<file path="config.mk">
export PLATFORM = sky130hd
export DESIGN_NAME = midpoint_circle_raster_core
export DESIGN_NICKNAME = d
export VERILOG_FILES = /design/src/rtl/mcr_pkg.sv /design/src/rtl/midpoint_circle_raster_core.sv /design/src/rtl/mcr_fifo.sv /design/src/rtl/mcr_front.sv /design/src/rtl/mcr_back.sv
export SDC_FILE = /design/constraint.sdc
export NUM_CORES = 1
export LEC_CHECK = 0
export BUFFER_PORTS_ARGS = -buffer_cell sky130_fd_sc_hd__buf_2
export CORE_MARGIN = 5
export CORE_UTILIZATION = 29
export CTS_CLUSTER_DIAMETER = 200
export DETAILED_ROUTE_END_ITERATION = 7
export HOLD_SLACK_MARGIN = 0.08
export SYNTH_ARGS = -nofsm -noshare
export SYNTH_HDL_FRONTEND = slang
export SYNTH_HIERARCHICAL = 1
export SYNTH_SLANG_ARGS = --single-unit
</file>
<file path="constraint.sdc">
create_clock -name clock -period 7.4 [get_ports clock]
set_input_delay 0.74 -clock clock [delete_from_list [all_inputs] [get_ports clock]]
set_output_delay 0.74 -clock clock [all_outputs]
set_load 0.05 [all_outputs]
</file>
<file path="src/rtl/mcr_pkg.sv">
// ----------------------------------------------------------------------------
// mcr_pkg
// Shared types and constants of the midpoint circle raster core.
// ----------------------------------------------------------------------------
package mcr_pkg;

   // Request kinds
   localparam logic REQ_START = 1'b0;
   localparam logic REQ_STEP  = 1'b1;

   // Register map: word index taken from paddr[2]
   localparam int  ADDR_W         = 3;
   localparam int  DATA_W         = 32;
   localparam int  FRAME_W        = 11;
   localparam logic REG_FRAME_ROWS = 1'b0;
   localparam logic REG_FRAME_COLS = 1'b1;
   localparam logic [FRAME_W-1:0] FRAME_RESET = 11'd512;

   // Decision value constants
   localparam int DEC_START    = 3;
   localparam int DEC_INC_KEEP = 6;
   localparam int DEC_INC_DIAG = 10;

   // Eight-way symmetry: point k negates the row or column offset when bit k is set
   localparam int PT_W = 3;
   localparam logic [7:0] ROW_NEG = 8'b1110_0100;
   localparam logic [7:0] COL_NEG = 8'b1101_1000;
   localparam logic [PT_W-1:0] PT_LAST = 3'd7;

   typedef struct packed {
      logic done_only;    // step after completion: one empty result
      logic circle_done;  // circle complete after this item
   } mcr_ctrl_type;

endpackage

</file>
<file path="src/rtl/midpoint_circle_raster_core.sv">
// ----------------------------------------------------------------------------
// midpoint_circle_raster_core
// Midpoint circle generator with eight-way symmetry and frame clipping.
// ----------------------------------------------------------------------------
// A start item (req_type 0) loads centre, radius and colour and yields the
// eight mirrored points of (0, radius); each step item (req_type 1) advances
// the midpoint decision one column and yields eight more points, the last
// flagged with rsp_is_last and, once x passes y, rsp_circle_done. A step after
// the circle is complete yields a single empty result with both flags set.
// Points outside rows [0, frame_rows) or columns [0, frame_cols) come out with
// rsp_visible low and zero coordinates. The point generator drives one result
// per cycle while rsp_ready takes them: eight results for a start or step item
// and one for a step after completion. The front end updates the decision in
// the accept cycle and pushes a job into a two-entry queue; the job being
// walked keeps its entry until its last point is loaded, so one more job can
// wait behind it and req_ready drops while both entries are taken. The first
// result passes through the job queue and then the result register.
// Frame registers sit at byte addresses 0 (rows) and 4 (columns), reset to
// 512, and must be written only while idle.
// ----------------------------------------------------------------------------
module midpoint_circle_raster_core #(
   parameter int COORD_BITS = 10
) (
   input  logic                          clock,
   input  logic                          reset,
   // request channel
   input  logic                          req_valid,
   output logic                          req_ready,
   input  logic                          req_type,
   input  logic [COORD_BITS-1:0]         req_center_row,
   input  logic [COORD_BITS-1:0]         req_center_col,
   input  logic [COORD_BITS-1:0]         req_radius,
   input  logic [23:0]                   req_draw_color,
   // result channel
   output logic                          rsp_valid,
   input  logic                          rsp_ready,
   output logic [COORD_BITS-1:0]         rsp_pixel_row,
   output logic [COORD_BITS-1:0]         rsp_pixel_col,
   output logic [23:0]                   rsp_pixel_color,
   output logic                          rsp_visible,
   output logic                          rsp_is_last,
   output logic                          rsp_circle_done,
   // register port
   input  logic                          psel,
   input  logic                          penable,
   input  logic                          pwrite,
   input  logic [mcr_pkg::ADDR_W-1:0]    paddr,
   input  logic [mcr_pkg::DATA_W-1:0]    pwdata,
   output logic [mcr_pkg::DATA_W-1:0]    prdata,
   output logic                          pready
);
   import mcr_pkg::*;

   localparam int XW = COORD_BITS + 1;
   localparam int QW = 2 * COORD_BITS + 2 * XW + 24 + $bits(mcr_ctrl_type);

   // Frame registers
   logic [FRAME_W-1:0] rows_ff, rows_in;
   logic [FRAME_W-1:0] cols_ff, cols_in;
   logic               wr_en;

   // Front to queue
   logic                  push, q_full;
   logic [COORD_BITS-1:0] f_r0, f_c0;
   logic signed [XW-1:0]  f_x, f_y;
   logic [23:0]           f_color;
   mcr_ctrl_type          f_ctrl;

   // Queue to back
   logic                  q_valid, q_pop;
   logic [QW-1:0]         q_data;
   logic [COORD_BITS-1:0] b_r0, b_c0;
   logic signed [XW-1:0]  b_x, b_y;
   logic [23:0]           b_color;
   mcr_ctrl_type          b_ctrl;

   // Register write: word select on paddr[2], low bits ignored
   assign pready = 1'b1;
   assign wr_en  = psel && penable && pwrite && pready;

   always_comb begin
      rows_in = rows_ff;
      cols_in = cols_ff;
      prdata  = '0;
      unique case (paddr[2])
         REG_FRAME_ROWS: begin
            prdata = DATA_W'(rows_ff);
            if (wr_en) begin
               rows_in = pwdata[FRAME_W-1:0];
            end
         end
         REG_FRAME_COLS: begin
            prdata = DATA_W'(cols_ff);
            if (wr_en) begin
               cols_in = pwdata[FRAME_W-1:0];
            end
         end
         default: ;
      endcase
   end

   always_ff @(posedge clock) begin
      if (reset) begin
         rows_ff <= FRAME_RESET;
         cols_ff <= FRAME_RESET;
      end else begin
         rows_ff <= rows_in;
         cols_ff <= cols_in;
      end
   end

   // Front: accept, update decision, queue a job
   mcr_front #(.COORD_BITS(COORD_BITS)) u_front (
      .clock          (clock),
      .reset          (reset),
      .req_valid      (req_valid),
      .req_ready      (req_ready),
      .req_type       (req_type),
      .req_center_row (req_center_row),
      .req_center_col (req_center_col),
      .req_radius     (req_radius),
      .req_draw_color (req_draw_color),
      .queue_full     (q_full),
      .job_push       (push),
      .job_r0         (f_r0),
      .job_c0         (f_c0),
      .job_x          (f_x),
      .job_y          (f_y),
      .job_color      (f_color),
      .job_ctrl       (f_ctrl)
   );

   // Two-entry job queue decouples accept from point output
   mcr_fifo #(.WIDTH(QW), .DEPTH(2)) u_queue (
      .clock     (clock),
      .reset     (reset),
      .push      (push),
      .push_data ({f_ctrl, f_color, f_y, f_x, f_c0, f_r0}),
      .full      (q_full),
      .pop       (q_pop),
      .not_empty (q_valid),
      .pop_data  (q_data)
   );

   assign {b_ctrl, b_color, b_y, b_x, b_c0, b_r0} = q_data;

   // Back: one mirrored point per cycle into the result register unless rsp_ready stalls it
   mcr_back #(.COORD_BITS(COORD_BITS)) u_back (
      .clock           (clock),
      .reset           (reset),
      .job_valid       (q_valid),
      .job_pop         (q_pop),
      .job_r0          (b_r0),
      .job_c0          (b_c0),
      .job_x           (b_x),
      .job_y           (b_y),
      .job_color       (b_color),
      .job_ctrl        (b_ctrl),
      .frame_rows      (rows_ff),
      .frame_cols      (cols_ff),
      .rsp_valid       (rsp_valid),
      .rsp_ready       (rsp_ready),
      .rsp_pixel_row   (rsp_pixel_row),
      .rsp_pixel_col   (rsp_pixel_col),
      .rsp_pixel_color (rsp_pixel_color),
      .rsp_visible     (rsp_visible),
      .rsp_is_last     (rsp_is_last),
      .rsp_circle_done (rsp_circle_done)
   );

endmodule

</file>
<file path="src/rtl/mcr_fifo.sv">
// ----------------------------------------------------------------------------
// mcr_fifo
// Small register queue between the front and back parts.
// ----------------------------------------------------------------------------
module mcr_fifo #(
   parameter int WIDTH = 8,
   parameter int DEPTH = 2
) (
   input  logic             clock,
   input  logic             reset,
   input  logic             push,
   input  logic [WIDTH-1:0] push_data,
   output logic             full,
   input  logic             pop,
   output logic             not_empty,
   output logic [WIDTH-1:0] pop_data
);
   localparam int AW = $clog2(DEPTH);

   logic [WIDTH-1:0] mem_ff [DEPTH];
   logic [AW-1:0]    wr_ptr_ff, wr_ptr_in;
   logic [AW-1:0]    rd_ptr_ff, rd_ptr_in;
   logic [AW:0]      cnt_ff, cnt_in;
   logic             do_push, do_pop;

   assign full      = (cnt_ff == (AW+1)'(DEPTH));
   assign not_empty = (cnt_ff != '0);
   assign pop_data  = mem_ff[rd_ptr_ff];
   assign do_push   = push && !full;
   assign do_pop    = pop && not_empty;

   always_comb begin
      wr_ptr_in = do_push ? wr_ptr_ff + AW'(1) : wr_ptr_ff;
      rd_ptr_in = do_pop ? rd_ptr_ff + AW'(1) : rd_ptr_ff;
      cnt_in    = cnt_ff;
      if (do_push && !do_pop) begin
         cnt_in = cnt_ff + (AW+1)'(1);
      end else if (do_pop && !do_push) begin
         cnt_in = cnt_ff - (AW+1)'(1);
      end
   end

   always_ff @(posedge clock) begin
      if (reset) begin
         wr_ptr_ff <= '0;
         rd_ptr_ff <= '0;
         cnt_ff    <= '0;
      end else begin
         wr_ptr_ff <= wr_ptr_in;
         rd_ptr_ff <= rd_ptr_in;
         cnt_ff    <= cnt_in;
      end
   end

   always_ff @(posedge clock) begin
      if (do_push) begin
         mem_ff[wr_ptr_ff] <= push_data;
      end
   end

endmodule

</file>
<file path="src/rtl/mcr_front.sv">
// ----------------------------------------------------------------------------
// mcr_front
// Accepts requests, runs the midpoint decision update and queues one job
// per item for the point generator.
// ----------------------------------------------------------------------------
module mcr_front #(
   parameter int COORD_BITS = 10
) (
   input  logic                     clock,
   input  logic                     reset,
   input  logic                     req_valid,
   output logic                     req_ready,
   input  logic                     req_type,
   input  logic [COORD_BITS-1:0]    req_center_row,
   input  logic [COORD_BITS-1:0]    req_center_col,
   input  logic [COORD_BITS-1:0]    req_radius,
   input  logic [23:0]              req_draw_color,
   input  logic                     queue_full,
   output logic                     job_push,
   output logic [COORD_BITS-1:0]    job_r0,
   output logic [COORD_BITS-1:0]    job_c0,
   output logic signed [COORD_BITS:0] job_x,
   output logic signed [COORD_BITS:0] job_y,
   output logic [23:0]              job_color,
   output mcr_pkg::mcr_ctrl_type    job_ctrl
);
   import mcr_pkg::*;

   localparam int XW = COORD_BITS + 1;
   localparam int DW = COORD_BITS + 5;

   logic [COORD_BITS-1:0] r0_ff, r0_in;
   logic [COORD_BITS-1:0] c0_ff, c0_in;
   logic [23:0]           color_ff, color_in;
   logic signed [XW-1:0]  x_ff, x_in;
   logic signed [XW-1:0]  y_ff, y_in;
   logic signed [DW-1:0]  dec_ff, dec_in;
   logic                  fin_ff, fin_in;
   mcr_ctrl_type          ctrl;
   logic                  accept;

   assign req_ready = !queue_full;
   assign accept    = req_valid && !queue_full;

   always_comb begin
      r0_in    = r0_ff;
      c0_in    = c0_ff;
      color_in = color_ff;
      x_in     = x_ff;
      y_in     = y_ff;
      dec_in   = dec_ff;
      fin_in   = fin_ff;
      ctrl     = '{done_only: 1'b0, circle_done: 1'b0};
      unique case (req_type)
         REQ_START: begin
            r0_in    = req_center_row;
            c0_in    = req_center_col;
            color_in = req_draw_color;
            x_in     = '0;
            y_in     = XW'(req_radius);
            dec_in   = DW'(DEC_START) - (DW'(req_radius) << 1);
            fin_in   = 1'b0;
         end
         REQ_STEP: begin
            if (fin_ff) begin
               ctrl = '{done_only: 1'b1, circle_done: 1'b1};
            end else begin
               if (dec_ff[DW-1]) begin
                  dec_in = dec_ff + (DW'(x_ff) << 2) + DW'(DEC_INC_KEEP);
               end else begin
                  dec_in = dec_ff + ((DW'(x_ff) - DW'(y_ff)) << 2) + DW'(DEC_INC_DIAG);
                  y_in   = y_ff - XW'(1);
               end
               x_in   = x_ff + XW'(1);
               fin_in = (x_in > y_in);
               ctrl   = '{done_only: 1'b0, circle_done: fin_in};
            end
         end
         default: ;
      endcase
   end

   always_ff @(posedge clock) begin
      if (reset) begin
         fin_ff <= 1'b1;
      end else if (accept) begin
         fin_ff <= fin_in;
      end
   end

   always_ff @(posedge clock) begin
      if (accept) begin
         r0_ff    <= r0_in;
         c0_ff    <= c0_in;
         color_ff <= color_in;
         x_ff     <= x_in;
         y_ff     <= y_in;
         dec_ff   <= dec_in;
      end
   end

   assign job_push  = accept;
   assign job_r0    = r0_in;
   assign job_c0    = c0_in;
   assign job_x     = x_in;
   assign job_y     = y_in;
   assign job_color = color_in;
   assign job_ctrl  = ctrl;

endmodule

</file>
<file path="src/rtl/mcr_back.sv">
// ----------------------------------------------------------------------------
// mcr_back
// Walks the eight mirrored points of a queued job (one empty point for a
// done-only job), clips each against the frame and registers the result.
// ----------------------------------------------------------------------------
module mcr_back #(
   parameter int COORD_BITS = 10
) (
   input  logic                          clock,
   input  logic                          reset,
   input  logic                          job_valid,
   output logic                          job_pop,
   input  logic [COORD_BITS-1:0]         job_r0,
   input  logic [COORD_BITS-1:0]         job_c0,
   input  logic signed [COORD_BITS:0]    job_x,
   input  logic signed [COORD_BITS:0]    job_y,
   input  logic [23:0]                   job_color,
   input  mcr_pkg::mcr_ctrl_type         job_ctrl,
   input  logic [mcr_pkg::FRAME_W-1:0]   frame_rows,
   input  logic [mcr_pkg::FRAME_W-1:0]   frame_cols,
   output logic                          rsp_valid,
   input  logic                          rsp_ready,
   output logic [COORD_BITS-1:0]         rsp_pixel_row,
   output logic [COORD_BITS-1:0]         rsp_pixel_col,
   output logic [23:0]                   rsp_pixel_color,
   output logic                          rsp_visible,
   output logic                          rsp_is_last,
   output logic                          rsp_circle_done
);
   import mcr_pkg::*;

   localparam int CW = (COORD_BITS + 2 > FRAME_W + 1) ? COORD_BITS + 2 : FRAME_W + 1;

   logic [PT_W-1:0]       idx_ff, idx_in;
   logic                  valid_ff, valid_in;
   logic [COORD_BITS-1:0] row_ff, row_in;
   logic [COORD_BITS-1:0] col_ff, col_in;
   logic [23:0]           color_ff, color_in;
   logic                  vis_ff, vis_in;
   logic                  last_ff, last_in;
   logic                  done_ff, done_in;

   logic                  load;
   logic signed [COORD_BITS:0] row_op, col_op;
   logic signed [CW-1:0]  r0_w, c0_w, row_w, col_w;
   logic signed [CW-1:0]  rows_w, cols_w, cap_w;

   assign load    = job_valid && (!valid_ff || rsp_ready);
   assign job_pop = load && last_in;

   always_comb begin
      row_op = idx_ff[0] ? job_y : job_x;
      col_op = idx_ff[0] ? job_x : job_y;
      r0_w   = CW'(job_r0);
      c0_w   = CW'(job_c0);
      row_w  = ROW_NEG[idx_ff] ? r0_w - CW'(row_op) : r0_w + CW'(row_op);
      col_w  = COL_NEG[idx_ff] ? c0_w - CW'(col_op) : c0_w + CW'(col_op);
      rows_w = CW'(frame_rows);
      cols_w = CW'(frame_cols);
      cap_w  = CW'(1) << COORD_BITS;
      vis_in = !row_w[CW-1] && !col_w[CW-1] && (row_w < rows_w) && (row_w < cap_w)
               && (col_w < cols_w) && (col_w < cap_w);
      if (job_ctrl.done_only) begin
         vis_in = 1'b0;
      end
      row_in   = vis_in ? row_w[COORD_BITS-1:0] : '0;
      col_in   = vis_in ? col_w[COORD_BITS-1:0] : '0;
      color_in = job_ctrl.done_only ? '0 : job_color;
      last_in  = job_ctrl.done_only || (idx_ff == PT_LAST);
      done_in  = job_ctrl.circle_done;
      idx_in   = idx_ff;
      valid_in = valid_ff;
      if (load) begin
         idx_in   = last_in ? '0 : idx_ff + PT_W'(1);
         valid_in = 1'b1;
      end else if (rsp_ready) begin
         valid_in = 1'b0;
      end
   end

   always_ff @(posedge clock) begin
      if (reset) begin
         idx_ff   <= '0;
         valid_ff <= 1'b0;
      end else begin
         idx_ff   <= idx_in;
         valid_ff <= valid_in;
      end
   end

   always_ff @(posedge clock) begin
      if (load) begin
         row_ff   <= row_in;
         col_ff   <= col_in;
         color_ff <= color_in;
         vis_ff   <= vis_in;
         last_ff  <= last_in;
         done_ff  <= done_in;
      end
   end

   assign rsp_valid       = valid_ff;
   assign rsp_pixel_row   = row_ff;
   assign rsp_pixel_col   = col_ff;
   assign rsp_pixel_color = color_ff;
   assign rsp_visible     = vis_ff;
   assign rsp_is_last     = last_ff;
   assign rsp_circle_done = done_ff;

endmodule

</file>
== After elaboration in Yosys (flattened, before gate mapping) ==
Memories as Yosys holds them, arrays and structs flattened. A register that Yosys moved wholly into a read port is not among the register bits.
Cells that the tools add are included.

* Memories kept: 3
* Word-level logic and storage cells: 117
* Memory bits (read-only): 16
* Bits of input ports: 97
* Output and inout bits: 82
* Register bits after elaboration: 159
* Bits in writable memories: 136

{| class="wikitable"
|+ Memory list
! memory !! words !! width !! read ports !! clocked after memory_dff !! wr ports !! line !! RTL
|-
| u_queue.mem_ff || 2 || 68 || 1 || 1 || 1 || mcr_fifo.sv:20 || <nowiki>logic [WIDTH-1:0] mem_ff [DEPTH];</nowiki>
|-
| (no name shown) || 8 || 1 || 1 || 1 || 0 || mcr_back.sv:57 || <nowiki>col_w = COL_NEG[idx_ff] ? c0_w - CW'(col_op) : c0_w + CW'(col_op);</nowiki>
|-
| (no name shown) || 8 || 1 || 1 || 1 || 0 || mcr_back.sv:56 || <nowiki>row_w = ROW_NEG[idx_ff] ? r0_w - CW'(row_op) : r0_w + CW'(row_op);</nowiki>
|}

* Bitwise logic cells: 2
* Magnitude comparators: 6
* Mux-type cells: 38
* Equality and inequality tests: 3
* Reductions and logical operators: 28
* Add/subtract/negate cells: 17

{| class="wikitable"
|+ Operators with widths
! operator !! number
|-
| 11-bit two-way mux || 7
|-
| 32-bit one-hot mux with 2 select lines || 1
|-
| 11-bit one-hot mux with 2 select lines || 2
|-
| 11-bit by 11-bit subtractor with 12-bit output || 3
|-
| 15-bit two-way mux || 2
|-
| 15-bit one-hot mux with 2 select lines || 1
|-
| 11-bit by 11-bit adder with 12-bit output || 2
|-
| 12-bit < comparator || 2
|-
| 12-bit < comparator (second input constant) || 2
|-
| 12-bit two-way mux || 2
|-
| 24-bit two-way mux || 1
|-
| 10-bit two-way mux || 2
|-
| 15-bit by 13-bit adder with 15-bit output || 1
|-
| 15-bit adder || 1
|-
| 15-bit by 4-bit adder with 15-bit output (second input constant) || 1
|-
| 15-bit by 5-bit adder with 15-bit output (second input constant) || 1
|-
| 3-bit two-way mux || 5
|-
| 1-bit logical AND || 14
|-
| 2-bit by 11-bit subtractor with 12-bit output (first input constant) || 1
|-
| 11-bit by 2-bit adder with 11-bit output (second input constant) || 1
|-
| 11-bit greater-than comparator || 1
|-
| 11-bit by 2-bit subtractor with 11-bit output (second input constant) || 1
|-
| 1-bit two-way mux || 10
|-
| 2-bit two-way mux || 4
|-
| 14 further kinds || 26
|}

== Depth between registers and ports, before layout ==
Gate-level depths: netlist of run 1.

* Word-level depth: 10
* Gate-level depth with buffers: 24
* Depth with buffers taken out: 20

== Modules after synthesis ==
Netlist of run 1, hierarchy kept.

{| class="wikitable"
|+ Modules (own cells, without submodules)
! module !! sequential area each (sq um) !! times used !! cells each !! area each (sq um)
|-
| mcr_front || 2422.3 || 1 || 600 || 6292.3
|-
| mcr_fifo || 4184.0 || 1 || 237 || 5203.7
|-
| mcr_back || 1531.5 || 1 || 452 || 4504.3
|-
| midpoint_circle_raster_core || 440.4 || 1 || 122 || 1222.4
|}

== Worst setup path before layout of run 1 ==
No wires, ideal clock.

* Path kind: register to register
* From: register u_back.idx_ff[0]
* To: register u_back.col_ff[4], in the netlist u_back/rsp_pixel_col[4], data pin
* Data required time: 7.225 ns
* Stages on the path, launching flop included: 23
* Setup time: 0.175 ns
* Setup slack: 2.171 ns
* Data arrival time: 5.054 ns
* Clock period less this slack: 5.229 ns
* Buffers on the path: 4
* Cells stage by stage: dfxtp_1 > buf_2 > buf_2 > buf_1 > mux2i_1 > ha_1 > nor4bb_4 > o21a_4 > a21oi_1 > xor2_1 > ha_1 > or2_2 > a21oi_1 > a31oi_1 > a31oi_1 > xnor2_1 > ha_1 > a2111oi_0 > o31ai_1 > a2111oi_4 > and2_1 > buf_4 > nor4bb_1

* Longest elaborated chain between the ends: 10
* Elaborated cells on any way between the ends: 20
* Those cells by class: add/sub: 4; order compare: 4; mux: 5; reduce/logical: 7

{| class="wikitable"
|+ RTL lines
! what !! line !! RTL
|-
| start: declaration || mcr_back.sv:34 || <nowiki>logic [PT_W-1:0] idx_ff, idx_in;</nowiki>
|-
| start signal: assignment || mcr_back.sv:86 || <nowiki>idx_ff <= idx_in;</nowiki>
|-
| parallel branches: the longest is 10 deep, another holds 11-bit by 11-bit adder with 12-bit output || - ||
|-
| end signal: assignment || mcr_back.sv:94 || <nowiki>col_ff <= col_in;</nowiki>
|-
| end: declaration || mcr_back.sv:37 || <nowiki>logic [COORD_BITS-1:0] col_ff, col_in;</nowiki>
|}

Several ways; the timed one is not identified.
A chain may end at the register's enable or synchronous reset.

==> results_dict.tcl, run 1 <==
set metrics [dict create \
    status "complete, no violations" \
    areaGrowthSynthToFinish_pct 14.8 \
    fp-row-count 89 \
    relSlewSlack 0.182 \
    rsz0062_at_grt "false" \
    hold_buffers 0 \
    critPathLaunchType "flip-flop" \
    max-cap-violations 0 \
    yosys_warnings 6 \
    clkTransAtPathRegs_ns 0.06 \
    ir_worst_vdd_v 0.000212 \
    synth.most_common_cell "edfxtp_1" \
    synth_cell_types 82 \
    crit_path_end_kind "flip-flop" \
    die_w_um 254 \
    cts_max_level 2 \
    p_clk_frac 0.184 \
    synth.top_cells.by_count "edfxtp_1, ha_1, mux2_2, nor2_1, inv_1" \
    setup_violations 0 \
    synth_area_leaders "edfxtp_1, ha_1, mux2_2, dfxtp_1, xnor2_1" \
    grtUsageTotal 0.116 \
    vias 10945 \
    cts_tree "yes" \
    insertion_delay_ns 0.52 \
    fmax_mhz 169 \
    arrival_ns 6.23 \
    routedWlPerCell_um 16.5 \
    grt_max_degree 80 \
    detailed_place.area_um2 18600 \
    place_inst 2276 \
    hpwl_um 28000 \
    seq_power_share 0.272 \
    drive_gt1_frac 0.229 \
    crit_required_ns 7.71 \
    grt_overflow_total 0 \
    avgViaCountPerCell 4.68 \
    syn_area_um2 17200 \
    port_buffers 133 \
    io-pin-count 179 \
    ys_seq_elements 297 \
    ant_nets 0 \
    synthFlopType "edfxtp_1" \
    drc 0 \
    p_sw_frac 0.420 \
    p_int_uw 5520 \
    routed_wirelength_um 38600 \
    clock_skew_ns 0.0191 \
    drtIter0Drc 469 \
    design.die.area_um2 64400 \
    hold_violations 0 \
    clockRootBuffer "clkbuf_16" \
    synth-async-reset-ratio 0 \
    grt_pass1_vias 11201 \
    yosysSeqAreaShare 0.498 \
    gp_congestion 0.839 \
    syn-instance-count 1411 \
    post_cts_buffers 0 \
    p_comb_frac 0.544 \
    die-height_um 254 \
    slew_viol_final 0 \
    stdcell_area_um2 19800 \
    tns_ns 0 \
    core_um2 58900 \
    synth-edff-count 263 \
    grt_pass1_wl_um 60600 \
    period_share 0.800 \
    p_switching_uw 4000 \
    post-synth-top-area-cell "edfxtp_1" \
    cts_buffers 34 \
    postSynthAreaPerCell_um2 12.2 \
    dr.pass1.iters 5 \
    min_path_type "reg -> reg" \
    cts.path.max_buffers 3 \
    power_density_nw_per_um2 482 \
    worstSetupPathType "reg -> reg" \
    synth_top_cell_area_share 0.459 \
    p_leak_uw 0.00747 \
    nets 1759 \
    fin_crit_ns 5.92 \
    fin_cells 2338 \
    initial_core_util 0.292 \
    grt_antenna_before_repair 0 \
    antenna_cells 0 \
    critical_path.max_fanout 30 \
    hp-start "cols_ff[7]" \
    worst_slew_pin_slew_ns 1.20 \
    cts.repair.resized 0 \
    clock_sinks 297 \
]
==> state kept, by name (all words and copies together), names as in the netlist, 2 cells and up, named ones only <==
name	count
rows_ff	11
u_front/y_ff	11
u_back/rsp_pixel_color	24
u_front/dec_ff	14
u_back/idx_ff	3
u_front/c0_ff	10
u_front/x_ff	11
u_back/rsp_pixel_col	10
cols_ff	11
u_front/r0_ff	10
u_back/rsp_pixel_row	10
u_front/color_ff	24
u_queue/mem_ff	136
u_queue/cnt_ff	2
==> final timing paths <==
kind | to | slack, ns | cells after the start
setup reg to reg | u_back/rsp_pixel_col[1] | 1.48 | 19
hold / removal | cols_ff[7] | 0.49 | 2
setup / recovery | u_back/rsp_pixel_col[1] | 1.48 | 19
hold reg to reg | cols_ff[7] | 0.49 | 2
==> stage by stage <==
stage	total power (uW)	utilization	hold slack [ns]	setup slack (ns)
after floorplan	6660	-	0.452	2.17
after global placement	7640	0.316	0.466	1.67
after detailed placement	7780	0.316	0.480	1.58
after CTS	9600	0.336	0.465	1.53
after global routing	10300	0.336	0.495	0.981
final	9530	0.336	0.487	1.48
==> critical path, cell delays in order (launching register included) <==
cell and delay (ns):
dfxtp_4 0.64, mux2_2 0.43, mux2i_1 0.27, ha_1 0.28
nor2_1 0.07, xor2_1 0.18, ha_1 0.34, nor2b_1 0.15
o21ai_0 0.20, a21oi_1 0.15, o31ai_1 0.37, a21boi_0 0.39
ha_1 0.31, a21o_1 0.19, a221oi_1 0.29, nor2b_1 0.09
o311a_1 0.33, a2111oi_4 0.42, nand2_2 0.24, nor4_1 0.36
==> layout make-up <==
class | instances | area, um2
clock buffer | 47 | 1010
clock inverter | 15 | 176
fill | 5773 | 39100
inverter | 72 | 270
multi-input combinational | 994 | 8050
sequential | 297 | 8580
tap | 773 | 967
timing repair buffer | 140 | 721
==> cells in the final DEF (no fill, tap or decap), drive strengths merged, types with 28 or more instances in the layout <==
master and count:
edfxtp 263, buf 140, mux2 128, ha 118, nor2 95, inv 73, a21oi 66, xnor2 66
mux2i 49, clkbuf 47, nor2b 45, nand2b 41, xor2 40, o21ai 39, nand2 38, dfxtp 34
nor3 28
==> power by group through the flow <==
stage | Sequential [uW] | Combinational [uW] | Clock (uW)
floorplan | 3000 | 3660 | 0
global placement | 2620 | 5030 | 0
detailed placement | 2630 | 5160 | 0
CTS | 2600 | 5190 | 1810
global route | 2630 | 5770 | 1890
finish | 2590 | 5180 | 1760
==> logic make-up after synthesis <==
kind of cell	Yosys count	share of synthesized area
XOR/XNOR	106	0.0543
AO/OA/AOI/OAI	216	0.0838
AND/OR/NAND/NOR	350	0.116
adder cells (fa/ha/maj)	123	0.0915
multiplexers	177	0.117
flip-flops	297	0.498
buffers and inverters	140	0.0393
other	2	0.000436
==> per-layer routing <==
metal  global-route usage  part of all wire  up-vias
li1                     -                 -     5406
met1                0.155              0.47     5307
met2                0.197              0.48      190
met3               0.0222             0.042       42
met4               0.0267             0.016        0
met5                    0                 0        -
No activity file was read; power rests on OpenSTA's default activity.
==> run 2, diff against run 1 <==
--- a/config.mk
+++ b/config.mk
@@ -5,6 +5,7 @@
 export SDC_FILE = /design/constraint.sdc
 export NUM_CORES = 1
 export LEC_CHECK = 0
+export ABC_AREA = 1
 export BUFFER_PORTS_ARGS = -buffer_cell sky130_fd_sc_hd__buf_2
 export CORE_MARGIN = 5
 export CORE_UTILIZATION = 29
==> constraint.sdc (replaced) <==
create_clock -name clock -period 5.4 [get_ports clock]
set_input_delay 0.54 -clock clock [delete_from_list [all_inputs] [get_ports clock]]
set_output_delay 0.54 -clock clock [all_outputs]
set_load 0.05 [all_outputs]
==> run 2 against run 1 <==
  * Non-clock buffer count increased by 8
  * Worst setup slack got worse by 0.67 ns
  * Cell area rose by 0.27%
  * Synthesized cell count increased by 31%
  * Maximum frequency rose by 29%
  * Utilization hardly changed
  * Register-to-register slack got worse by 0.67 ns
  * Via count grew 15%
  * Sequential cell count stayed put
  * Die area up 0.78%
  * Final cell count increased by 19%
  * Sequential share of layout area fell by 0.12 points
  * Largest cell class unchanged
==> results_dict.tcl, run 2 <==
set metrics [dict create \
    period_share 0.850 \
    clock_skew_ns 0.0222 \
    gp_congestion 0.891 \
    worstSetupPathType "reg -> reg" \
    fin_cells 2782 \
    cts_tree "yes" \
    synth_cell_types 52 \
    relSlewSlack 0.211 \
    post-synth-top-area-cell "edfxtp_1" \
    rsz0062_at_grt "false" \
    synth-edff-count 263 \
    clkTransAtPathRegs_ns 0.06 \
    drtIter0Drc 695 \
    routedWlPerCell_um 14.5 \
    synth.top_cells.by_count "nand2_1, edfxtp_1, inv_1, nor2_1, ha_1" \
    routed_wirelength_um 40500 \
    post_cts_buffers 0 \
    crit_required_ns 5.68 \
    syn_area_um2 17400 \
    drive_gt1_frac 0.170 \
    ys_seq_elements 297 \
    syn-instance-count 1848 \
    cts.repair.resized 0 \
    insertion_delay_ns 0.54 \
    cts_buffers 36 \
    areaGrowthSynthToFinish_pct 14.2 \
    grt_max_degree 68 \
    grtUsageTotal 0.122 \
    grt_pass1_wl_um 64000 \
    synth_area_leaders "edfxtp_1, nand2_1, ha_1, inv_1, dfxtp_1" \
    layout_common_cells "nand2_1, edfxtp_1, inv_1, nor2_1, buf_2" \
    hold_path_depth 3 \
    die-height_um 255 \
    crit_slowest_cell "dfxtp_4" \
    grt_overflow_total 0 \
    synth-async-reset-ratio 0 \
    clockRootBuffer "clkbuf_16" \
    top_register "u_queue/mem_ff" \
    clock_sinks 297 \
    critPathLaunchType "flip-flop" \
    reg2reg_to "u_back/rsp_pixel_col[9]" \
    initial_core_util 0.294 \
    status "complete, no violations" \
    yosys_warnings 6 \
    hpwl_um 29500 \
    final_common_cell "nand2_1" \
    fp-row-count 89 \
    port_buffers 133 \
    vias 12640 \
    min_path_type "in -> reg" \
    grt_pass1_vias 12500 \
    synthFlopType "edfxtp_1" \
    die_w_um 255 \
    synth_top_cell_area_share 0.455 \
    nets 2204 \
    hold_buffers 0 \
    cts_max_level 2 \
    largest_reg_flops 136 \
    fillCellCount 5993 \
    worst_slew_pin_slew_ns 1.18 \
    synth.most_common_cell "nand2_1" \
    r2r_slack_ns 0.81 \
    critical_path.max_fanout 24 \
    core_um2 59100 \
    antenna_cells 0 \
    ff2ff_path_depth 29 \
    hp-start "pwdata[9]" \
    cp_slowest_stage_delay_ns 0.57 \
    fin_crit_ns 4.59 \
    drc 0 \
    arrival_ns 4.87 \
    io-pin-count 179 \
    yosysSeqAreaShare 0.494 \
    cts.path.max_buffers 3 \
    design.die.area_um2 64900 \
    grt_antenna_before_repair 0 \
    slew_viol_final 0 \
    avgViaCountPerCell 4.54 \
    min_to "cols_ff[9]" \
    postSynthAreaPerCell_um2 9.40 \
    dr.pass1.iters 5 \
    crit_path_end_kind "flip-flop" \
    max-cap-violations 0 \
    fmax_mhz 218 \
    place_inst 2719 \
    setup_violations 0 \
    ant_nets 0 \
    path_common_cell "nand2_1" \
    hold_violations 0 \
]
run 2: how the worst max path moves through the flow:
stage | endpoint | slack (ns) | depth (start not counted)
2_1_floorplan | u_queue/mem_ff[0][0] | -0.76 | 7
3_3_place_gp | u_back/rsp_pixel_col[9] | 0.85 | 29
3_5_place_dp | u_back/rsp_pixel_row[1] | 0.74 | 26
4_1_cts | u_back/rsp_pixel_col[7] | 0.71 | 26
5_1_grt | u_back/rsp_pixel_col[9] | 0.29 | 30
6_report | u_back/rsp_pixel_col[9] | 0.81 | 29
run 2: layer usage:
metal	routed length (um)	part of all wire	track usage	vias to the layer above
met5	0	0	0	-
met4	907	0.022	0.0311	0
met3	2010	0.050	0.0228	61
met2	19100	0.47	0.209	268
met1	18400	0.46	0.161	5946
li1	-	-	-	6365
run 2: final cells by class:
| type | count | area, um2 | area share |
|---|---|---|---|
| Inverter | 241 | 906 | 0.0457 |
| Tap cell | 773 | 967 | 0.0488 |
| Timing Repair Buffer | 148 | 778 | 0.0392 |
| Multi-Input combinational cell | 1260 | 7500 | 0.378 |
| Clock inverter | 20 | 151 | 0.00763 |
| Clock buffer | 43 | 948 | 0.0478 |
| Sequential cell | 297 | 8580 | 0.433 |
run 2: worst max-delay path, delay by kind of cell, from the launching register on:
| family | cells | cell delay [ns] |
|---|---|---|
| buf+inv | 3 | 0.44 |
| fa+ha+maj | 3 | 0.82 |
| simple gates | 17 | 1.20 |
| flops | 1 | 0.57 |
| compound gates | 3 | 0.50 |
| xor+xnor | 2 | 0.38 |
| mux | 1 | 0.38 |
run 2: per-stage QoR:
stage	setup TNS (ns)	util	instance area (um2)	setup slack (ns)	hold slack, ns
2_1_floorplan	-103.18	-	17400	-0.759	0.458
3_3_place_gp	0	0.317	18700	0.846	0.480
3_5_place_dp	0	0.317	18700	0.735	0.491
4_1_cts	0	0.335	19800	0.712	0.205
5_1_grt	0	0.335	19800	0.292	0.229
6_report	0	0.335	19800	0.808	0.241
run 2: kinds of logic (layout without fill, tap and decap cells):
logic type      Yosys count  in the layout  share of synthesized area
other cells               2             22                   0.000433
xor+xnor                 63             63                     0.0322
flops                   297            297                      0.494
buf+inv                 311            452                     0.0791
compound gates          188            188                     0.0627
simple gates            796            796                      0.192
mux                      68             68                     0.0484
fa+ha+maj               123            123                     0.0908
Power of run 2 is left out: the tool's default activity adds up to more than one toggle a clock period on the data nets, which glitch-free logic cannot reach.
